--- config.mk ---
export PLATFORM = sky130hd
export DESIGN_NAME = base64_stream_decoder_flat
export DESIGN_NICKNAME = d
export VERILOG_FILES = /design/src/design/b64sd_pkg.sv /design/src/design/b64sd_in_if.sv /design/src/design/b64sd_out_if.sv /design/src/design/b64sd_core.sv /design/src/design/b64sd_out_buf.sv /design/src/design/base64_stream_decoder.sv /design/src/flat_wrapper.sv
export SDC_FILE = /design/constraint.sdc
export NUM_CORES = 1
export LEC_CHECK = 0
export BUFFER_PORTS_ARGS = -buffer_cell sky130_fd_sc_hd__buf_4
export CORE_MARGIN = 3
export CORE_UTILIZATION = 47
export CTS_CLUSTER_SIZE = 10
export DETAILED_ROUTE_END_ITERATION = 12
export GPL_TIMING_DRIVEN = 0
export SYNTH_ARGS = -nofsm -noshare
export SYNTH_HDL_FRONTEND = slang
export SYNTH_SLANG_ARGS = --single-unit
--- constraint.sdc ---
create_clock -name clk -period 10.95 [get_ports clk]
set_input_delay 0.5475 -clock clk [delete_from_list [all_inputs] [get_ports clk]]
set_output_delay 0.5475 -clock clk [all_outputs]
set_load 0.01 [all_outputs]
--- src/design/b64sd_pkg.sv ---
// ----------------------------------------------------------------------------
// b64sd_pkg
// shared types and constants of the streaming base64 decoder
// ----------------------------------------------------------------------------
package b64sd_pkg;

  typedef enum logic [1:0] {
    SYM_DATA,
    SYM_PAD,
    SYM_END,
    SYM_INVALID
  } sym_kind_t;

  typedef struct packed {
    sym_kind_t  kind;
    logic [5:0] val;
  } sym_t;

  localparam logic       KIND_DATA       = 1'b0;
  localparam logic       KIND_END        = 1'b1;
  localparam logic [1:0] STATUS_OK       = 2'd0;
  localparam logic [1:0] STATUS_BAD_END  = 2'd1;
  localparam logic [1:0] STATUS_BAD_CHAR = 2'd2;
  localparam logic [23:0] TOTAL_MAX      = 24'hFFFFFF;
  localparam int unsigned RUN_MAX        = 3;

  typedef struct packed {
    logic [7:0]  data_byte;
    logic        result_kind;
    logic [1:0]  end_status;
    logic [23:0] byte_total;
    logic        last_of_run;
  } res_t;

  typedef struct packed {
    logic [1:0]         count;
    res_t [RUN_MAX-1:0] slot;
  } run_t;

  function automatic sym_t classify(input logic [7:0] c);
    sym_t s;
    s.kind = SYM_INVALID;
    s.val  = 6'd0;
    if (c >= 8'h41 && c <= 8'h5A) begin
      s.kind = SYM_DATA;
      s.val  = 6'(c - 8'h41);
    end else if (c >= 8'h61 && c <= 8'h7A) begin
      s.kind = SYM_DATA;
      s.val  = 6'(c - 8'h61 + 8'd26);
    end else if (c >= 8'h30 && c <= 8'h39) begin
      s.kind = SYM_DATA;
      s.val  = 6'(c - 8'h30 + 8'd52);
    end else if (c == 8'h2B) begin
      s.kind = SYM_DATA;
      s.val  = 6'd62;
    end else if (c == 8'h2F) begin
      s.kind = SYM_DATA;
      s.val  = 6'd63;
    end else if (c == 8'h3D) begin
      s.kind = SYM_PAD;
    end else if (c == 8'h00 || c == 8'h20) begin
      s.kind = SYM_END;
    end
    return s;
  endfunction

endpackage

--- src/design/b64sd_in_if.sv ---
// ----------------------------------------------------------------------------
// b64sd_in_if
// character channel into the decoder
// ----------------------------------------------------------------------------
interface b64sd_in_if;
  logic       valid;
  logic       ready;
  logic [7:0] char_in;

  modport source (output valid, output char_in, input ready);
  modport sink   (input valid, input char_in, output ready);
endinterface

--- src/design/b64sd_out_if.sv ---
// ----------------------------------------------------------------------------
// b64sd_out_if
// result channel out of the decoder
// ----------------------------------------------------------------------------
interface b64sd_out_if;
  logic        valid;
  logic        ready;
  logic [7:0]  data_byte;
  logic        result_kind;
  logic [1:0]  end_status;
  logic [23:0] byte_total;
  logic        last_of_run;

  modport source (output valid, output data_byte, output result_kind,
                  output end_status, output byte_total, output last_of_run,
                  input ready);
  modport sink   (input valid, input data_byte, input result_kind,
                  input end_status, input byte_total, input last_of_run,
                  output ready);
endinterface

--- src/design/b64sd_core.sv ---
// ----------------------------------------------------------------------------
// b64sd_core
// input register, string state and single-pass decode of one character into
// a run of up to three results
// ----------------------------------------------------------------------------
module b64sd_core #(
  parameter int COUNT_BITS = 24
) (
  input  logic              clk,
  input  logic              rst_n,
  input  logic              in_valid,
  output logic              in_ready,
  input  logic [7:0]        in_char,
  input  logic              cfg_we,
  input  logic              cfg_wdata,
  input  logic              can_load,
  output logic              run_load,
  output b64sd_pkg::run_t   run
);

  localparam int WW = (COUNT_BITS > 24) ? COUNT_BITS : 24;
  localparam logic [COUNT_BITS-1:0] COUNT_MAX = '1;

  logic                  strict_r;
  logic                  in_v_r;
  logic [7:0]            char_r;
  logic [1:0]            phase_r, phase_nxt;
  logic [17:0]           partial_r, partial_nxt;
  logic                  pad2_r, pad2_nxt;
  logic [COUNT_BITS-1:0] count_r, count_nxt;
  logic [COUNT_BITS-1:0] c1, c2, c3;
  logic [23:0]           s0, s1, s2, s3;
  logic [23:0]           full;
  b64sd_pkg::sym_t       sym;
  logic                  fire;

  function automatic logic [COUNT_BITS-1:0] sat_inc(input logic [COUNT_BITS-1:0] v);
    return (v == COUNT_MAX) ? v : v + 1'b1;
  endfunction

  function automatic logic [23:0] shown(input logic [COUNT_BITS-1:0] v);
    logic [WW-1:0] ext;
    ext = WW'(v);
    return (ext > WW'(b64sd_pkg::TOTAL_MAX)) ? b64sd_pkg::TOTAL_MAX : ext[23:0];
  endfunction

  function automatic b64sd_pkg::res_t data_res(input logic [7:0] b, input logic [23:0] t);
    b64sd_pkg::res_t r;
    r.data_byte   = b;
    r.result_kind = b64sd_pkg::KIND_DATA;
    r.end_status  = b64sd_pkg::STATUS_OK;
    r.byte_total  = t;
    r.last_of_run = 1'b0;
    return r;
  endfunction

  function automatic b64sd_pkg::res_t end_res(input logic [1:0] st, input logic [23:0] t);
    b64sd_pkg::res_t r;
    r.data_byte   = 8'd0;
    r.result_kind = b64sd_pkg::KIND_END;
    r.end_status  = st;
    r.byte_total  = (st == b64sd_pkg::STATUS_OK) ? t : 24'd0;
    r.last_of_run = 1'b1;
    return r;
  endfunction

  assign sym  = b64sd_pkg::classify(char_r);
  assign c1   = sat_inc(count_r);
  assign c2   = sat_inc(c1);
  assign c3   = sat_inc(c2);
  assign s0   = shown(count_r);
  assign s1   = shown(c1);
  assign s2   = shown(c2);
  assign s3   = shown(c3);
  assign full = {partial_r, sym.val};

  always_comb begin
    phase_nxt   = phase_r;
    partial_nxt = partial_r;
    pad2_nxt    = pad2_r;
    count_nxt   = count_r;
    run         = '0;
    if (pad2_r) begin
      phase_nxt   = 2'd0;
      partial_nxt = '0;
      pad2_nxt    = 1'b0;
      count_nxt   = '0;
      if (sym.kind == b64sd_pkg::SYM_PAD) begin
        run.count   = 2'd2;
        run.slot[0] = data_res(partial_r[11:4], s1);
        run.slot[1] = end_res(b64sd_pkg::STATUS_OK, s1);
      end else begin
        run.count   = 2'd1;
        run.slot[0] = end_res(b64sd_pkg::STATUS_BAD_END, s0);
      end
    end else begin
      case (sym.kind)
        b64sd_pkg::SYM_END: begin
          phase_nxt   = 2'd0;
          partial_nxt = '0;
          count_nxt   = '0;
          run.count   = 2'd1;
          run.slot[0] = end_res((phase_r != 2'd0) ? b64sd_pkg::STATUS_BAD_END
                                                  : b64sd_pkg::STATUS_OK, s0);
        end
        b64sd_pkg::SYM_PAD: begin
          if (phase_r == 2'd2) begin
            pad2_nxt = 1'b1;
          end else begin
            phase_nxt   = 2'd0;
            partial_nxt = '0;
            count_nxt   = '0;
            if (phase_r == 2'd3) begin
              run.count   = 2'd3;
              run.slot[0] = data_res(partial_r[17:10], s1);
              run.slot[1] = data_res(partial_r[9:2], s2);
              run.slot[2] = end_res(b64sd_pkg::STATUS_OK, s2);
            end else begin
              run.count   = 2'd1;
              run.slot[0] = end_res(b64sd_pkg::STATUS_BAD_END, s0);
            end
          end
        end
        b64sd_pkg::SYM_INVALID: begin
          if (strict_r) begin
            phase_nxt   = 2'd0;
            partial_nxt = '0;
            count_nxt   = '0;
            run.count   = 2'd1;
            run.slot[0] = end_res(b64sd_pkg::STATUS_BAD_CHAR, s0);
          end
        end
        default: begin
          if (phase_r == 2'd3) begin
            phase_nxt   = 2'd0;
            partial_nxt = '0;
            count_nxt   = c3;
            run.count   = 2'd3;
            run.slot[0] = data_res(full[23:16], s1);
            run.slot[1] = data_res(full[15:8], s2);
            run.slot[2] = data_res(full[7:0], s3);
            run.slot[2].last_of_run = 1'b1;
          end else begin
            phase_nxt   = phase_r + 2'd1;
            partial_nxt = {partial_r[11:0], sym.val};
          end
        end
      endcase
    end
  end

  assign fire     = in_v_r && ((run.count == 2'd0) || can_load);
  assign run_load = fire && (run.count != 2'd0);
  assign in_ready = !in_v_r || fire;

  always_ff @(posedge clk) begin
    if (!rst_n) begin
      strict_r  <= 1'b0;
      in_v_r    <= 1'b0;
      phase_r   <= 2'd0;
      partial_r <= '0;
      pad2_r    <= 1'b0;
      count_r   <= '0;
    end else begin
      if (cfg_we) begin
        strict_r <= cfg_wdata;
      end
      if (in_valid && in_ready) begin
        in_v_r <= 1'b1;
      end else if (fire) begin
        in_v_r <= 1'b0;
      end
      if (fire) begin
        phase_r   <= phase_nxt;
        partial_r <= partial_nxt;
        pad2_r    <= pad2_nxt;
        count_r   <= count_nxt;
      end
    end
  end

  always_ff @(posedge clk) begin
    if (in_valid && in_ready) begin
      char_r <= in_char;
    end
  end

endmodule

--- src/design/b64sd_out_buf.sv ---
// ----------------------------------------------------------------------------
// b64sd_out_buf
// result register holding one run of up to three results, shifted out one
// word per cycle while the result port is ready
// ----------------------------------------------------------------------------
module b64sd_out_buf (
  input  logic              clk,
  input  logic              rst_n,
  input  logic              run_load,
  input  b64sd_pkg::run_t   run,
  output logic              can_load,
  output logic              out_valid,
  input  logic              out_ready,
  output b64sd_pkg::res_t   out_res
);

  logic [1:0]                               count_r;
  b64sd_pkg::res_t [b64sd_pkg::RUN_MAX-1:0] slot_r;

  assign out_valid = (count_r != 2'd0);
  assign out_res   = slot_r[0];
  assign can_load  = (count_r == 2'd0) || ((count_r == 2'd1) && out_ready);

  always_ff @(posedge clk) begin
    if (!rst_n) begin
      count_r <= 2'd0;
    end else if (run_load) begin
      count_r <= run.count;
    end else if (out_valid && out_ready) begin
      count_r <= count_r - 2'd1;
    end
  end

  always_ff @(posedge clk) begin
    if (run_load) begin
      slot_r <= run.slot;
    end else if (out_valid && out_ready) begin
      slot_r[0] <= slot_r[1];
      slot_r[1] <= slot_r[2];
    end
  end

endmodule

--- src/design/base64_stream_decoder.sv ---
// ----------------------------------------------------------------------------
// base64_stream_decoder
// streaming base64 decoder, one character per word in, decoded bytes and an
// end-of-string status word out
// ----------------------------------------------------------------------------
// A character is taken every cycle while it gives no result or the result
// register can load its run. It is decoded in one pass from the input
// register into a result run of up to three words, which leaves one word per
// cycle while the result port is ready. A character that gives results holds
// the next loaded run back until the last of its words is leaving the result
// register. On typical text (three bytes per four characters) the input keeps
// up at one character per cycle while the result port is ready. A first
// result reaches the port through the input register and then the result register.
// ----------------------------------------------------------------------------
module base64_stream_decoder #(
  parameter int COUNT_BITS = 24
) (
  input  logic            clk,
  input  logic            rst_n,
  b64sd_in_if.sink        in_ch,
  b64sd_out_if.source     out_ch,
  input  logic            cfg_we,
  input  logic            cfg_wdata
);

  logic            can_load;
  logic            run_load;
  b64sd_pkg::run_t run;
  b64sd_pkg::res_t res;

  b64sd_core #(
    .COUNT_BITS (COUNT_BITS)
  ) u_core (
    .clk       (clk),
    .rst_n     (rst_n),
    .in_valid  (in_ch.valid),
    .in_ready  (in_ch.ready),
    .in_char   (in_ch.char_in),
    .cfg_we    (cfg_we),
    .cfg_wdata (cfg_wdata),
    .can_load  (can_load),
    .run_load  (run_load),
    .run       (run)
  );

  b64sd_out_buf u_out_buf (
    .clk       (clk),
    .rst_n     (rst_n),
    .run_load  (run_load),
    .run       (run),
    .can_load  (can_load),
    .out_valid (out_ch.valid),
    .out_ready (out_ch.ready),
    .out_res   (res)
  );

  assign out_ch.data_byte   = res.data_byte;
  assign out_ch.result_kind = res.result_kind;
  assign out_ch.end_status  = res.end_status;
  assign out_ch.byte_total  = res.byte_total;
  assign out_ch.last_of_run = res.last_of_run;

endmodule

--- src/flat_wrapper.sv ---
// flat-port wrapper written by rule: the top's interface ports become plain ports
module base64_stream_decoder_flat 
#(
  parameter int COUNT_BITS = 24
)
  (clk, rst_n, cfg_we, cfg_wdata, in_ch_valid, in_ch_char_in, in_ch_ready, out_ch_valid, out_ch_data_byte, out_ch_result_kind, out_ch_end_status, out_ch_byte_total, out_ch_last_of_run, out_ch_ready);
  b64sd_in_if in_ch_i ();
  b64sd_out_if out_ch_i ();
  input  logic clk;
  input  logic rst_n;
  input  logic cfg_we;
  input  logic cfg_wdata;
  input wire logic [$bits(in_ch_i.valid)-1:0] in_ch_valid;
  input wire logic [$bits(in_ch_i.char_in)-1:0] in_ch_char_in;
  output wire logic [$bits(in_ch_i.ready)-1:0] in_ch_ready;
  output wire logic [$bits(out_ch_i.valid)-1:0] out_ch_valid;
  output wire logic [$bits(out_ch_i.data_byte)-1:0] out_ch_data_byte;
  output wire logic [$bits(out_ch_i.result_kind)-1:0] out_ch_result_kind;
  output wire logic [$bits(out_ch_i.end_status)-1:0] out_ch_end_status;
  output wire logic [$bits(out_ch_i.byte_total)-1:0] out_ch_byte_total;
  output wire logic [$bits(out_ch_i.last_of_run)-1:0] out_ch_last_of_run;
  input wire logic [$bits(out_ch_i.ready)-1:0] out_ch_ready;
  assign in_ch_i.valid = in_ch_valid;
  assign in_ch_i.char_in = in_ch_char_in;
  assign in_ch_ready = in_ch_i.ready;
  assign out_ch_valid = out_ch_i.valid;
  assign out_ch_data_byte = out_ch_i.data_byte;
  assign out_ch_result_kind = out_ch_i.result_kind;
  assign out_ch_end_status = out_ch_i.end_status;
  assign out_ch_byte_total = out_ch_i.byte_total;
  assign out_ch_last_of_run = out_ch_i.last_of_run;
  assign out_ch_i.ready = out_ch_ready;
  base64_stream_decoder #(.COUNT_BITS(COUNT_BITS)) u_core (.clk(clk), .rst_n(rst_n), .in_ch(in_ch_i), .out_ch(out_ch_i), .cfg_we(cfg_we), .cfg_wdata(cfg_wdata));
endmodule
==> results, run 1 <==
- The number of sinks on the clock net is ~160.
- The most frequently used cell type in the post-synthesis netlist is nand2_1.
- The startpoint identified for the worst hold timing path is in_ch_char_in[4].
- The number of DRC violations after detailed-routing iteration 0 is roughly 1.3k.
- The total nets after synthesis is 1311.
- The starting utilization of the core area is 0.481.
- The launching element of the worst setup path is u_core.u_core.count_r[1]$_SDFFE_PN0P_.
- The type of element launching the critical path is a flop.
- The number of antenna violations at the first check in global routing was 0.
- The combined area of all synthesized cells is between 10000 and 15000 µm².
- The biggest area contributor in the post-synthesis netlist is edfxtp_1.
- The CTS buffer count is 17.
- The combined area of the multi-input logic cells is around 5800 µm².
- Detailed placement ended at an HPWL of 26.9 mm.
- Across the run, the number of max-cap violations was 0.
- After synthesis, the most frequently instantiated cells are nand2_1, edfxtp_1, o21ai_0, nor2_1, a21oi_1.
- The worst register-to-register path begins at u_core.u_core.count_r[1]$_SDFFE_PN0P_.
- In the synthesized netlist the dominant register cell turns out to be edfxtp_1.
- For the pin with the worst max-slew slack, the measured transition is between 1000 and 1500 ps.
- The worst-case IR drop observed on VDD is roughly 0.094 mV.
- The detailed-route vias per instance is ~6.3.
- The number of library cell types mapped by synthesis is 98.
- The hold violation count in the final report is 0.
- Summing all flip-flop and latch instances after layout gives around 4300 µm².
- In this run the tightest slew margin relative to its limit is 0.0526.
- Across all hold checks on the routed design, the worst slack comes to 274 ps.
- The number of filler cells placed in the layout is 2198.
- For this design the ratio of total power to cell area is about 120 nW/µm².
- Measured on the finished design, the core utilization comes to 0.544.
- The number of enable-type register cells in the synthesized netlist is roughly 110.
- The clock transition at the registers of the reported paths is ~80 ps.
- The overall die height is about 160 µm.
- Entering global routing, the biggest net connects 50 pins.
- The routed wire length is 36.6 mm.
- The area growth from synthesis to final layout is 13.0%.
- Setup total negative slack on the finished layout was measured at 0 ps.
- Of the cells placed in the final design, the portion with a size suffix greater than 1 is 0.144.
- Ranked by total cell area, the synthesized netlist is headed by edfxtp_1, dfxtp_1, nand2_1, o21ai_0, nor2_1.
- Dividing the final minimum period by the clock period gives 0.660.
- STA classifies the critical path endpoint as a flop.
- The routed via count is 10.5k.
- TritonCTS built the clock tree.
- Buffers added to address setup during post-CTS repair amount to 0.
- The worst hold path belongs to the class primary input to flop.
- The total number of H-tree levels is 4.
- For this run, the top clock speed supported by timing is around 140 MHz.
- At the worst endpoint, the arrival time is 7500 ps.
- The number of top-level design ports is 52.
- The post-synthesis average cell area is approximately 8.5 µm².
- The setup path with the least slack is of type flop to flop.
- The total setup violations reported at the end of the flow is 0.
- After layout, the minimum clock period comes to 7230 ps.
- The largest clock skew in the final design is 9.33 ps.
- In this run the standard cell core region covers between 20000 and 25000 µm².
- Across every metal layer, demand over resource in global routing totals 0.294.
- The floorplan die area is between 20000 and 30000 µm².
- The port buffer count is slightly above 50.
- The post-synthesis sequential area ratio is 0.398.
- In this run, synthesis produced a sequential element count of 161.
- The root buffer cell chosen for the clock tree is clkbuf_16.
- For this design the static power due to leakage is approximately 4.4 nW.
- For this run the aggregate overflow at the end of global routing stands at 0.
- The first global-routing pass estimated ~56 mm of wire.
- The latest clock arrival within the worst-skew pair is approximately 440 ps.
- In this run the worst path has a maximum fanout of 10.
- The detail route stage leaves a number of antenna-violating nets equal to 0.
- The total count of max-transition violations in the final report was 0.
- The synthesized netlist cell count is 1279.
- Setup repair after global routing left no endpoint under its margin.
- The share of synthesized area in the top cell type comes to 0.308.
- The final weighted congestion in routability-driven placement is between 0.9 and 1.
- The longest clock path from root to sink contains 2 buffers.
- The post-cts gate resize count is 0.
- The number of hold buffers added after cts is 0.
- The flow ran to the end, and the final reports show no timing, DRC or antenna violations.
- The die is about 160 µm wide.
- The cell row count is between 50 and 60.
- 0 antenna diodes ended up in the layout.
- The number of nets at the end of the flow is around 1.4k.
- At the worst endpoint, the required time is approximately 11000 ps.
- The first detailed-routing pass ran for 5 iterations.
- The routed wirelength normalized by instance count is ~22 µm.
- Yosys printed 0 warnings.
- In the synthesized netlist the async set-or-reset flop fraction comes to 0.
- The DRC violations left is 0.
- The number of global-route vias before repair is about 9.6k.
==> kinds of logic (layout without fill, tap and decap cells) <==
logic type | count (synthesis) | in the layout | share of synthesized area
DFF | 161 | 161 | 0.398
xor gates and xnor gates | 46 | 46 | 0.0383
AOI/OAI and AO/OA | 370 | 370 | 0.227
and+or+nand+nor | 523 | 523 | 0.237
adders and majority gates | 18 | 18 | 0.0206
buffers and inverters | 151 | 236 | 0.0694
muxes | 10 | 10 | 0.0105
==> state kept, by name, indices dropped and copies added, names as in the netlist, 2 cells and up <==
name	cells
u_core.u_core.phase_r	2
u_core.u_out_buf.out_res	36
u_core.u_core.partial_r	18
u_core.u_out_buf.slot_r	68
u_core.u_core.count_r	24
u_core.u_out_buf.count_r	2
u_core.u_core.char_r	8
==> layout by cell type (no fill, tap or decap), drive strengths merged, types with 5 or more instances in the layout <==
cell and instances:
o21a 6, a31oi 23, dfxtp 49, nor2b 6, nand3 67, a32oi 5
o31ai 8, xnor2 30, o32ai 6, nand4 25, o211ai 17, a21o 5
or4 9, a21boi 21, edfxtp 112, a211o 5, nand2b 7, nor3 38
and3 14, ha 18, o21ai 117, nor2 100, clkbuf 72, nand2 199
buf 119, or2 7, and2 16, or3 9, a22oi 34, mux2i 8
a21oi 71, inv 41, xor2 16, nor4 11
==> worst paths after layout <==
kind | slack, ps | cells past startpoint | to
setup reg to reg | 3720 | 25 | u_core.u_out_buf.slot_r[77]$_SDFFCE_PP0P_
hold / removal | 270 | 1 | u_core.u_core.char_r[4]$_DFFE_PP_
setup / recovery | 3720 | 25 | u_core.u_out_buf.slot_r[77]$_SDFFCE_PP0P_
hold reg to reg | 470 | 2 | u_core.u_core.partial_r[13]$_SDFFE_PN0P_
==> power breakdown <==
group / internal, W / switching (W) / leakage [nW] / total [W]
logic: 0.0000532 / 0.0000740 / 2.64 / 0.000127
registers: 0.000685 / 0.0000101 / 1.41 / 0.000695
clock network: 0.000318 / 0.000317 / 0.304 / 0.000635
total: 0.00106 / 0.000401 / 4.35 / 0.00146
==> layout make-up <==
cell class                      instances  share of cell area
Clock buffer                           17              0.0345
Multi-Input combinational cell        967               0.472
Timing Repair Buffer                   53              0.0349
Buffer                                121              0.0523
Tap cell                              285              0.0289
Clock inverter                         15              0.0161
Inverter                               30             0.00912
Sequential cell                       161               0.352
==> per-stage QoR <==
stage / instances / area, µm² / setup WS (ps) / power, W
2_1_floorplan: 1279 / 10900 / 5260 / 0.000784
3_3_place_gp: 1615 / 11700 / 3070 / 0.000834
3_5_place_dp: 1617 / 11700 / 3880 / 0.000837
4_1_cts: 1649 / 12300 / 3860 / 0.00146
5_1_grt: 1649 / 12300 / 3290 / 0.00150
6_report: 1649 / 12300 / 3720 / 0.00146
==> worst max-delay path: stages (launching register included) <==
cell	delay, ps
dfxtp_1	550
ha_1	210
buf_2	170
nand3_1	220
or4_1	540
buf_2	210
nor2_1	350
xnor2_1	240
inv_1	160
ha_1	250
o21ai_0	100
a21oi_1	490
and3_1	270
buf_6	160
nand4_2	190
buf_2	310
buf_2	250
xnor2_1	460
ha_1	360
nand2_1	120
nor3_2	260
a22o_4	200
a21boi_2	380
buf_2	320
o21ai_0	130
o211ai_1	120
==> routing by layer <==
metal,vias to the layer above,part of all wire,GRT usage,wire (µm)
li1,4822,-,-,-
met1,4961,0.43,0.419,15900
met2,567,0.44,0.447,16100
met3,102,0.089,0.0495,3270
met4,0,0.037,0.119,1370
met5,-,0,0,0
Note: power is estimated with default switching activity, not from simulation.
==> run 2: changes to the inputs <==
--- a/config.mk
+++ b/config.mk
@@ -5,6 +5,7 @@
 export SDC_FILE = /design/constraint.sdc
 export NUM_CORES = 1
 export LEC_CHECK = 0
+export ABC_AREA = 1
 export BUFFER_PORTS_ARGS = -buffer_cell sky130_fd_sc_hd__buf_4
 export CORE_MARGIN = 3
 export CORE_UTILIZATION = 47
==> constraint.sdc (replaced) <==
create_clock -name clk -period 6.8 [get_ports clk]
set_input_delay 0.34 -clock clk [delete_from_list [all_inputs] [get_ports clk]]
set_output_delay 0.34 -clock clk [all_outputs]
set_load 0.01 [all_outputs]
==> results, run 2 <==
- The total nets after synthesis was 1507 (+15%).
- The synthesized netlist cell count is 1475 (+15%).
- The number of top-level design ports was 52 (unchanged).
- The clock tree from TritonCTS is done.
- The number of optimization iterations in the first detailed-route pass is 6 (+1).
- The latest clock arrival within the worst-skew pair was 440 ps (about the same).
- The remaining antenna violation count after routing was 0 (unchanged).
- The routed via count is 10.4k (-0.58%).
- The start point of the worst hold path is in_ch_char_in[6].
- Leaving out fill and tap cells, the most frequent cells in the layout are nand2_1, inv_1, nor2_1, nand3_1, edfxtp_1.
- The flow ran to the end, and the final reports show no timing, DRC or antenna violations.
- The fraction of layout instances using a drive strength above 1 is 0.148 (+0.00457).
- The DRC violations left is 0 (unchanged).
- The number of flip-flops in the largest register was 68 (unchanged).
- The worst voltage drop across the vdd grid is 0.145 mV (+54%).
- The total number of yosys warnings came to 0 (unchanged).
- The synthesized design spends more area on one cell type than any other, namely edfxtp_1.
- The peak fanout along the critical path is 10 (unchanged).
- Leaving out fill and tap cells, the most frequent cell in the layout is nand2_1.
- The routed wirelength normalized by instance count is 20.5 µm (-8.0%).
- The total number of H-tree levels is 4 (unchanged).
- The share of the core filled with cells is 0.539 (-0.00457).
- The placed wire-length estimate is 29.9 mm (+11%).
- The setup TNS is 0 ps (unchanged).
- The worst stage delay on the critical path was 570 ps (+20 ps).
- The worst setup path is launched from a flop.
- The area growth from synthesis to layout is 12.6%.
- The number of DRC violations after detailed-routing iteration 0 came to 1124 (-12%).
- The signal arrival time at the worst endpoint is 5520 ps (-1980 ps).
- The register ranked first by flip-flop count is u_core.u_out_buf.slot_r.
- The share of the synthesized area in the top cell type is 0.309 (+0.00163).
- The critical path required time came to 7040 ps (-4180 ps).
- By instance count, the cell type seen most on the critical path is nand2_1.
- The CTS buffer count is 17 (unchanged).
- The async set-reset flop share out of synthesis is 0 (unchanged).
- The number of sinks on the clock net is 161 (unchanged).
- The cell area power density is 237 nW/µm² (+100%).
- The post-synthesis sequential area ratio is 0.400 (+0.00211).
- The static leakage came to 4.79 nW (+10%).
- The area of all placed cells without fillers is 12200 µm² (-0.84%).
- The routed wire length is 37.7 mm (+2.9%).
- The final weighted congestion in routability-driven placement is 1.03 (+5.3%).
- The cell at the root of the clock tree is clkbuf_16.
- The number of max-cap violations is 0 (unchanged).
- The slowest stage of the critical path belongs to the cell dfxtp_1.
- By area the synthesized netlist is led by edfxtp_1, nand2_1, dfxtp_1, nand3_1, o21ai_0.
- The placeable core area was 22700 µm² (unchanged).
- The total setup violations reported at the end of the flow was 0 (unchanged).
- The number of enable-type register cells in the synthesized netlist is 112 (unchanged).
- The number of antenna violations at the first check in global routing was 1 (+1).
- The count of cells along the worst hold path is 1 (unchanged).
- The largest clock skew in the final design is 17.4 ps (+8.03 ps).
- The placed instance area is 11600 µm² (-0.89%).
- The category of the critical setup timing path is flop to flop.
- The endpoint class of the critical path is a flop.
- The maximum number of pins on one net before global-route repair is 75 (+50%).
- The final critical path time including I/O delays and setup is 5280 ps (-1950 ps).
- The cell row count is 55 (unchanged).
- The clock transition at the registers of the reported paths is 90 ps (about the same).
- The detailed-route vias per instance is 5.64 (-11%).
- The number of nets at the end of the flow is 1577 (+14%).
- The port buffer count came to 51 (unchanged).
- The worst slew slack as a fraction of its limit is 0.173 (+0.120).
- The starting utilization of the core area is 0.479 (-0.00253).
- The post-cts gate resize count is 0 (unchanged).
- The combinational share of power came to 0.197 (+0.110).
- The number of global-route vias before repair is 9080 (-5.0%).
- The hold violation count in the final report is 0 (unchanged).
- The horizontal die dimension is 158 µm (-0.25%).
- The number of filler cells placed in the layout is 2260 (+2.8%).
- The switching part of the total power is 0.318 (+0.0429).
- The worst register-to-register path begins at u_core.u_core.count_r[15]$_SDFFE_PN0P_.
- The combined area of all synthesized cells came to 10900 µm² (-0.53%).
- The number of hold buffers added after cts was 0 (unchanged).
- The antenna cell count is 0 (unchanged).
- The most frequently used cell type in the post-synthesis netlist is nand2_1.
- The fmax was 189 MHz (+37%).
- The first-pass GRT wire length is 55.7 mm (-0.60%).
- The worst register-to-register path ends at u_core.u_out_buf.slot_r[94]$_SDFFCE_PP0P_.
- The number of library cell types mapped by synthesis is 52 (-47%).
- In the synthesized netlist the dominant register cell turns out to be edfxtp_1.
- The worst hold path terminates at u_core.u_core.char_r[6]$_DFFE_PP_.
- The total count of max-transition violations in the final report is 0 (unchanged).
- The overall global routing resource usage was 0.303 (+0.00828).
- Setup repair after global routing left no endpoint under its margin.
- The internal power consumption was 0.00198 W (+87%).
- The post-synthesis average cell area came to 7.37 µm² (-14%).
- The floorplan die area is 25000 µm² (-0.50%).
- The post-route fraction of the period consumed by the critical path is 0.776 (+0.116).
- The switching power is 0.000923 W (+130%).
- The register share of total power came to 0.445 (-0.032).
- By count the netlist is led by nand2_1, inv_1, nor2_1, nand3_1, edfxtp_1.
- The clock power share is 0.357 (-0.079).
- The minimum setup slack among reg-to-reg paths is 1520 ps (-2200 ps).
- The post-CTS setup buffer count is 0 (unchanged).
- The path class of the tightest hold or removal check is primary input to flop.
- The transition time at the pin with the least slew margin came to 1230 ps (-180 ps).
- The maximum root-to-sink buffer count is 2 (unchanged).
- The logic depth of the worst register-to-register path is 25 (unchanged).
- The flip-flop and latch count after synthesis is 161 (unchanged).
- The overall die height is 158 µm (-0.25%).
- The global-route congestion overflow total is 0 (unchanged).
==> run 2: cell types whose count changed after synthesis, moves of 17 or more <==
cell and delta:
a31oi_1 -18, nor3_1 -22, nand2_1 +244, nand3_1 +49, inv_1 +94, nand2_2 +37
a21oi_1 -17, xnor2_1 -23, nor2_1 +24, clkbuf_1 -20, a22oi_1 -21
==> run 2: kinds of logic after synthesis <==
kind of cell    Yosys count  share of synthesized area
xor+xnor                 32                     0.0265
fa+ha+maj                18                     0.0207
flops                   161                      0.400
compound gates          235                      0.123
buf+inv                 219                     0.0931
simple gates            810                      0.337
==> run 2: how the worst max path moves through the flow <==
stage          cells past startpoint                                   start                                   endpoint  slack [ps]
2_1_floorplan                     20       u_core.u_core.char_r[2]$_DFFE_PP_   u_core.u_out_buf.count_r[0]$_SDFFE_PN0P_        2160
3_3_place_gp                      18       u_core.u_core.char_r[0]$_DFFE_PP_   u_core.u_out_buf.count_r[1]$_SDFFE_PN0P_         700
3_5_place_dp                      23  u_core.u_core.count_r[15]$_SDFFE_PN0P_  u_core.u_out_buf.slot_r[95]$_SDFFCE_PP0P_        1700
4_1_cts                           25  u_core.u_core.count_r[15]$_SDFFE_PN0P_  u_core.u_out_buf.slot_r[94]$_SDFFCE_PP0P_        1670
5_1_grt                           25  u_core.u_core.count_r[15]$_SDFFE_PN0P_  u_core.u_out_buf.slot_r[94]$_SDFFCE_PP0P_        1210
6_report                          25  u_core.u_core.count_r[15]$_SDFFE_PN0P_  u_core.u_out_buf.slot_r[94]$_SDFFCE_PP0P_        1520
==> run 2: layer usage <==
layer	up-vias	wire [µm]	GRT usage
li1	5011	-	-
met1	4842	17600	0.463
met2	488	15500	0.430
met3	48	3820	0.0659
met4	2	777	0.0819
met5	-	13	0
==> run 2: power by group through the flow <==
stage                     logic [W]  clock network (W)  registers, W
final                      0.000573            0.00104       0.00129
after global routing       0.000641            0.00107       0.00131
after CTS                  0.000577            0.00104       0.00129
after detailed placement   0.000576                  0       0.00132
after global placement     0.000564                  0       0.00132
after floorplan            0.000369                  0       0.00131
==> run 2: area by class of cell <==
| class | count | area (µm²) | area share |
|---|---|---|---|
| inverters | 135 | 508 | 0.0415 |
| repair buffers | 51 | 383 | 0.0313 |
| well taps | 285 | 357 | 0.0291 |
| plain buffers | 84 | 505 | 0.0413 |
| clock buffers | 17 | 425 | 0.0348 |
| multi-input cells | 1095 | 5520 | 0.451 |
| flip-flops and latches | 161 | 4340 | 0.355 |
| clock inverters | 15 | 199 | 0.0163 |
==> run 2: metrics by stage <==
step / total power (W) / setup WS [ps] / instances / hold slack [ps]
2_1_floorplan: 0.00168 / 2160 / 1475 / 424
3_3_place_gp: 0.00189 / 703 / 1811 / 433
3_5_place_dp: 0.00189 / 1700 / 1811 / 440
4_1_cts: 0.00291 / 1670 / 1843 / 68.7
5_1_grt: 0.00302 / 1210 / 1843 / 71.5
6_report: 0.00290 / 1520 / 1843 / 79.2
==> run 2: worst max-delay path, delay by kind of cell (launching register included) <==
kind	cells	cell delay (ps)
buf+inv	2	630
xor+xnor	1	150
simple gates	19	2850
fa+ha+maj	2	560
flops	1	570
compound gates	1	290
==> run 3: changes to the inputs <==
--- a/config.mk
+++ b/config.mk
@@ -12,6 +12,7 @@
 export CTS_CLUSTER_SIZE = 10
 export DETAILED_ROUTE_END_ITERATION = 12
 export GPL_TIMING_DRIVEN = 0
+export PLACE_DENSITY = 0.66
 export SYNTH_ARGS = -nofsm -noshare
 export SYNTH_HDL_FRONTEND = slang
 export SYNTH_SLANG_ARGS = --single-unit
==> constraint.sdc (replaced) <==
create_clock -name clk -period 4.5 [get_ports clk]
set_input_delay 0.225 -clock clk [delete_from_list [all_inputs] [get_ports clk]]
set_output_delay 0.225 -clock clk [all_outputs]
set_load 0.01 [all_outputs]
==> results, run 3 (synthesis results as in run 2) <==
- The run finished with clean final reports.
- Setup repair after global routing could not meet its margin everywhere.
- The area of all placed cells without fillers is 12600 µm² (+3.2%).
- The port buffer count came to 51 (unchanged).
- The placeable core area came to 22700 µm² (unchanged).
- The number of antenna violations at the first check in global routing was 0 (-1).
- The number of global-route vias before repair was 9435 (+3.9%).
- The clock transition at the registers of the reported paths is 80 ps (about the same).
- The largest clock skew in the final design was 15.7 ps (-1.70 ps).
- The floorplan die area is 25000 µm² (unchanged).
- The number of optimization iterations in the first detailed-route pass is 7 (+1).
- The total power draw is 0.00443 W (+53%).
- The placed instance area is 11600 µm² (+0.29%).
- The number of flip-flops in the largest register is 68 (unchanged).
- The number of filler cells placed in the layout is 2204 (-2.5%).
- The number of max-cap violations is 0 (unchanged).
- The routed via count came to 10.6k (+2.0%).
- The post-route fraction of the period consumed by the critical path is 0.990 (+0.213).
- The antenna cell count is 0 (unchanged).
- The first-pass GRT wire length is 58.2 mm (+4.3%).
- The fmax came to 225 MHz (+19%).
- The signal arrival time at the worst endpoint is 4630 ps (-890 ps).
- The number of top-level design ports is 52 (unchanged).
- The starting utilization of the core area was 0.479 (unchanged).
- The hold violation count in the final report is 0 (unchanged).
- The detailed-route vias per instance came to 5.70 (+1.1%).
- In the layout the commonest cells are nand2_1, inv_1, nor2_1, nand3_1, edfxtp_1.
- The share of the core filled with cells is 0.556 (+0.0171).
- The remaining antenna violation count after routing is 0 (unchanged).
- The placed wire-length estimate is 30.7 mm (+2.6%).
- The number of nets at the end of the flow was 1594 (+1.1%).
- The category of the critical setup timing path is flop to flop.
- The total setup violations reported at the end of the flow came to 0 (unchanged).
- The overall global routing resource usage is 0.314 (+0.0112).
- The global-route congestion overflow total is 0 (unchanged).
- Leaving out fill and tap cells, the most frequent cell in the layout is nand2_1.
- The maximum root-to-sink buffer count is 2 (unchanged).
- The routed wire length came to 39.2 mm (+4.0%).
- The worst voltage drop across the vdd grid came to 0.215 mV (+49%).
- The number of sinks on the clock net is 161 (unchanged).
- The routed wirelength normalized by instance count is 21.1 µm (+3.0%).
- STA classifies the critical path endpoint as a flop.
- The cell sitting at the root of the clock tree is a clkbuf_16.
- The classification of the worst-slack hold path is primary input to flop.
- The type of element launching the critical path is a flop.
- The critical path required time was 4680 ps (-2360 ps).
- The post-route non-filler standard cell count was 1860 (+0.92%).
- The peak fanout along the critical path is 10 (unchanged).
- The horizontal die dimension came to 158 µm (unchanged).
- The maximum number of pins on one net before global-route repair was 58 (-23%).
- The transition time at the pin with the least slew margin was 949 ps (-281 ps).
- The static leakage is 4.94 nW (+3.1%).
- The overall die height is 158 µm (unchanged).
- The register with the most flip-flops in the final layout is u_core.u_out_buf.slot_r.
- The total count of max-transition violations in the final report is 0 (unchanged).
- The cell row count is 55 (unchanged).
- The clock tree from TritonCTS is done.
- The final critical path time including I/O delays and setup is 4450 ps (-826 ps).
- The worst hold-check slack was 28.9 ps (-50.3 ps).
- The area growth from synthesis to final layout is 16.2%.
- The DRC violations left is 0 (unchanged).
- The worst slew slack as a fraction of its limit came to 0.362 (+0.190).
- The CTS buffer count is 17 (unchanged).
- The number of cells after detailed placement is 1812 (+0.055%).
- The latest clock arrival within the worst-skew pair is 450 ps (about the same).
- The number of DRC violations after detailed-routing iteration 0 is 1320 (+17%).
- The final weighted congestion in routability-driven placement is 1.03 (-0.86%).
- The fraction of layout instances using a drive strength above 1 was 0.182 (+0.0340).
- The cell area power density is 351 nW/µm² (+48%).
- The total number of H-tree levels is 4 (unchanged).
run 3: changes by cell type in the layout (fill, tap and decap cells not counted), moves of 5 or more:
cell           change
clkbuf_2          +11
dlygate4sd3_1      +9
clkbuf_1          -12
dfxtp_2           +10
buf_4              +6
nand2_1            -5
dfxtp_1           -11
nand2_2            +5
nor2_1             -5
run 3: power by group:
part           switching (W)  internal, W  total, W
clock network       0.000753     0.000765   0.00152
registers          0.0000752      0.00188   0.00195
logic               0.000572     0.000388  0.000960
run 3: layout make-up:
cell class,instances,area (µm²),area share
well taps,285,357,0.0282
inverters,135,508,0.0402
clock buffers,17,425,0.0337
plain buffers,84,548,0.0434
multi-input cells,1095,5660,0.448
repair buffers,68,571,0.0452
clock inverters,15,199,0.0158
flip-flops and latches,161,4360,0.345
run 3: path summary, 6_finish.rpt:
check,cells past startpoint,slack (ps),from,endpoint
setup / recovery,23,50,u_core.u_core.count_r[1]$_SDFFE_PN0P_,u_core.u_out_buf.slot_r[89]$_SDFFCE_PP0P_
hold / removal,3,30,cfg_wdata,u_core.u_core.strict_r$_SDFFE_PN0P_
setup reg to reg,23,50,u_core.u_core.count_r[1]$_SDFFE_PN0P_,u_core.u_out_buf.slot_r[89]$_SDFFCE_PP0P_
hold reg to reg,2,470,u_core.u_core.partial_r[17]$_SDFFE_PN0P_,u_core.u_core.partial_r[17]$_SDFFE_PN0P_
run 3: layer usage:
| metal | wire length [µm] | share of wire | track usage |
|---|---|---|---|
| met5 | 0 | 0 | 0 |
| met3 | 3590 | 0.092 | 0.0560 |
| met2 | 16900 | 0.43 | 0.464 |
| met1 | 18000 | 0.46 | 0.479 |
| met4 | 747 | 0.019 | 0.0709 |
run 3: timing repair:
item / 4_1_cts / 5_1_grt
pin swaps: 3 / 5
endpoints found under the setup margin: 96 / 231
endpoints found under the hold margin: 9 / 0
hold buffers: 9 / 0
cloned: 0 / 1
buffers inserted: 2 / 4
gates resized for setup: 28 / 49
run 3: through the flow:
| step | setup WS [ps] | TNS (ps) |
|---|---|---|
| after floorplan | 320 | 0 |
| after global placement | -1030 | -106550 |
| after detailed placement | -701 | -27360 |
| after CTS | 39.1 | 0 |
| after global routing | -21.3 | -29.4 |
| final | 47.2 | 0 |
run 3: critical path, stage by stage (launching register included):
cell	delay (ps)
dfxtp_2	390
ha_2	230
nand2_1	120
nor2_4	190
nand2_4	90
inv_1	120
nand3_1	100
nand2_2	140
buf_8	180
ha_4	190
nand2_2	120
nor2_4	170
nand3_4	140
nor2_4	220
xor2_4	100
inv_2	150
ha_1	230
nand2_1	130
nor2_4	180
nand2_2	100
nor2_4	130
nand2_1	120
xor2_2	190
o21ai_0	440
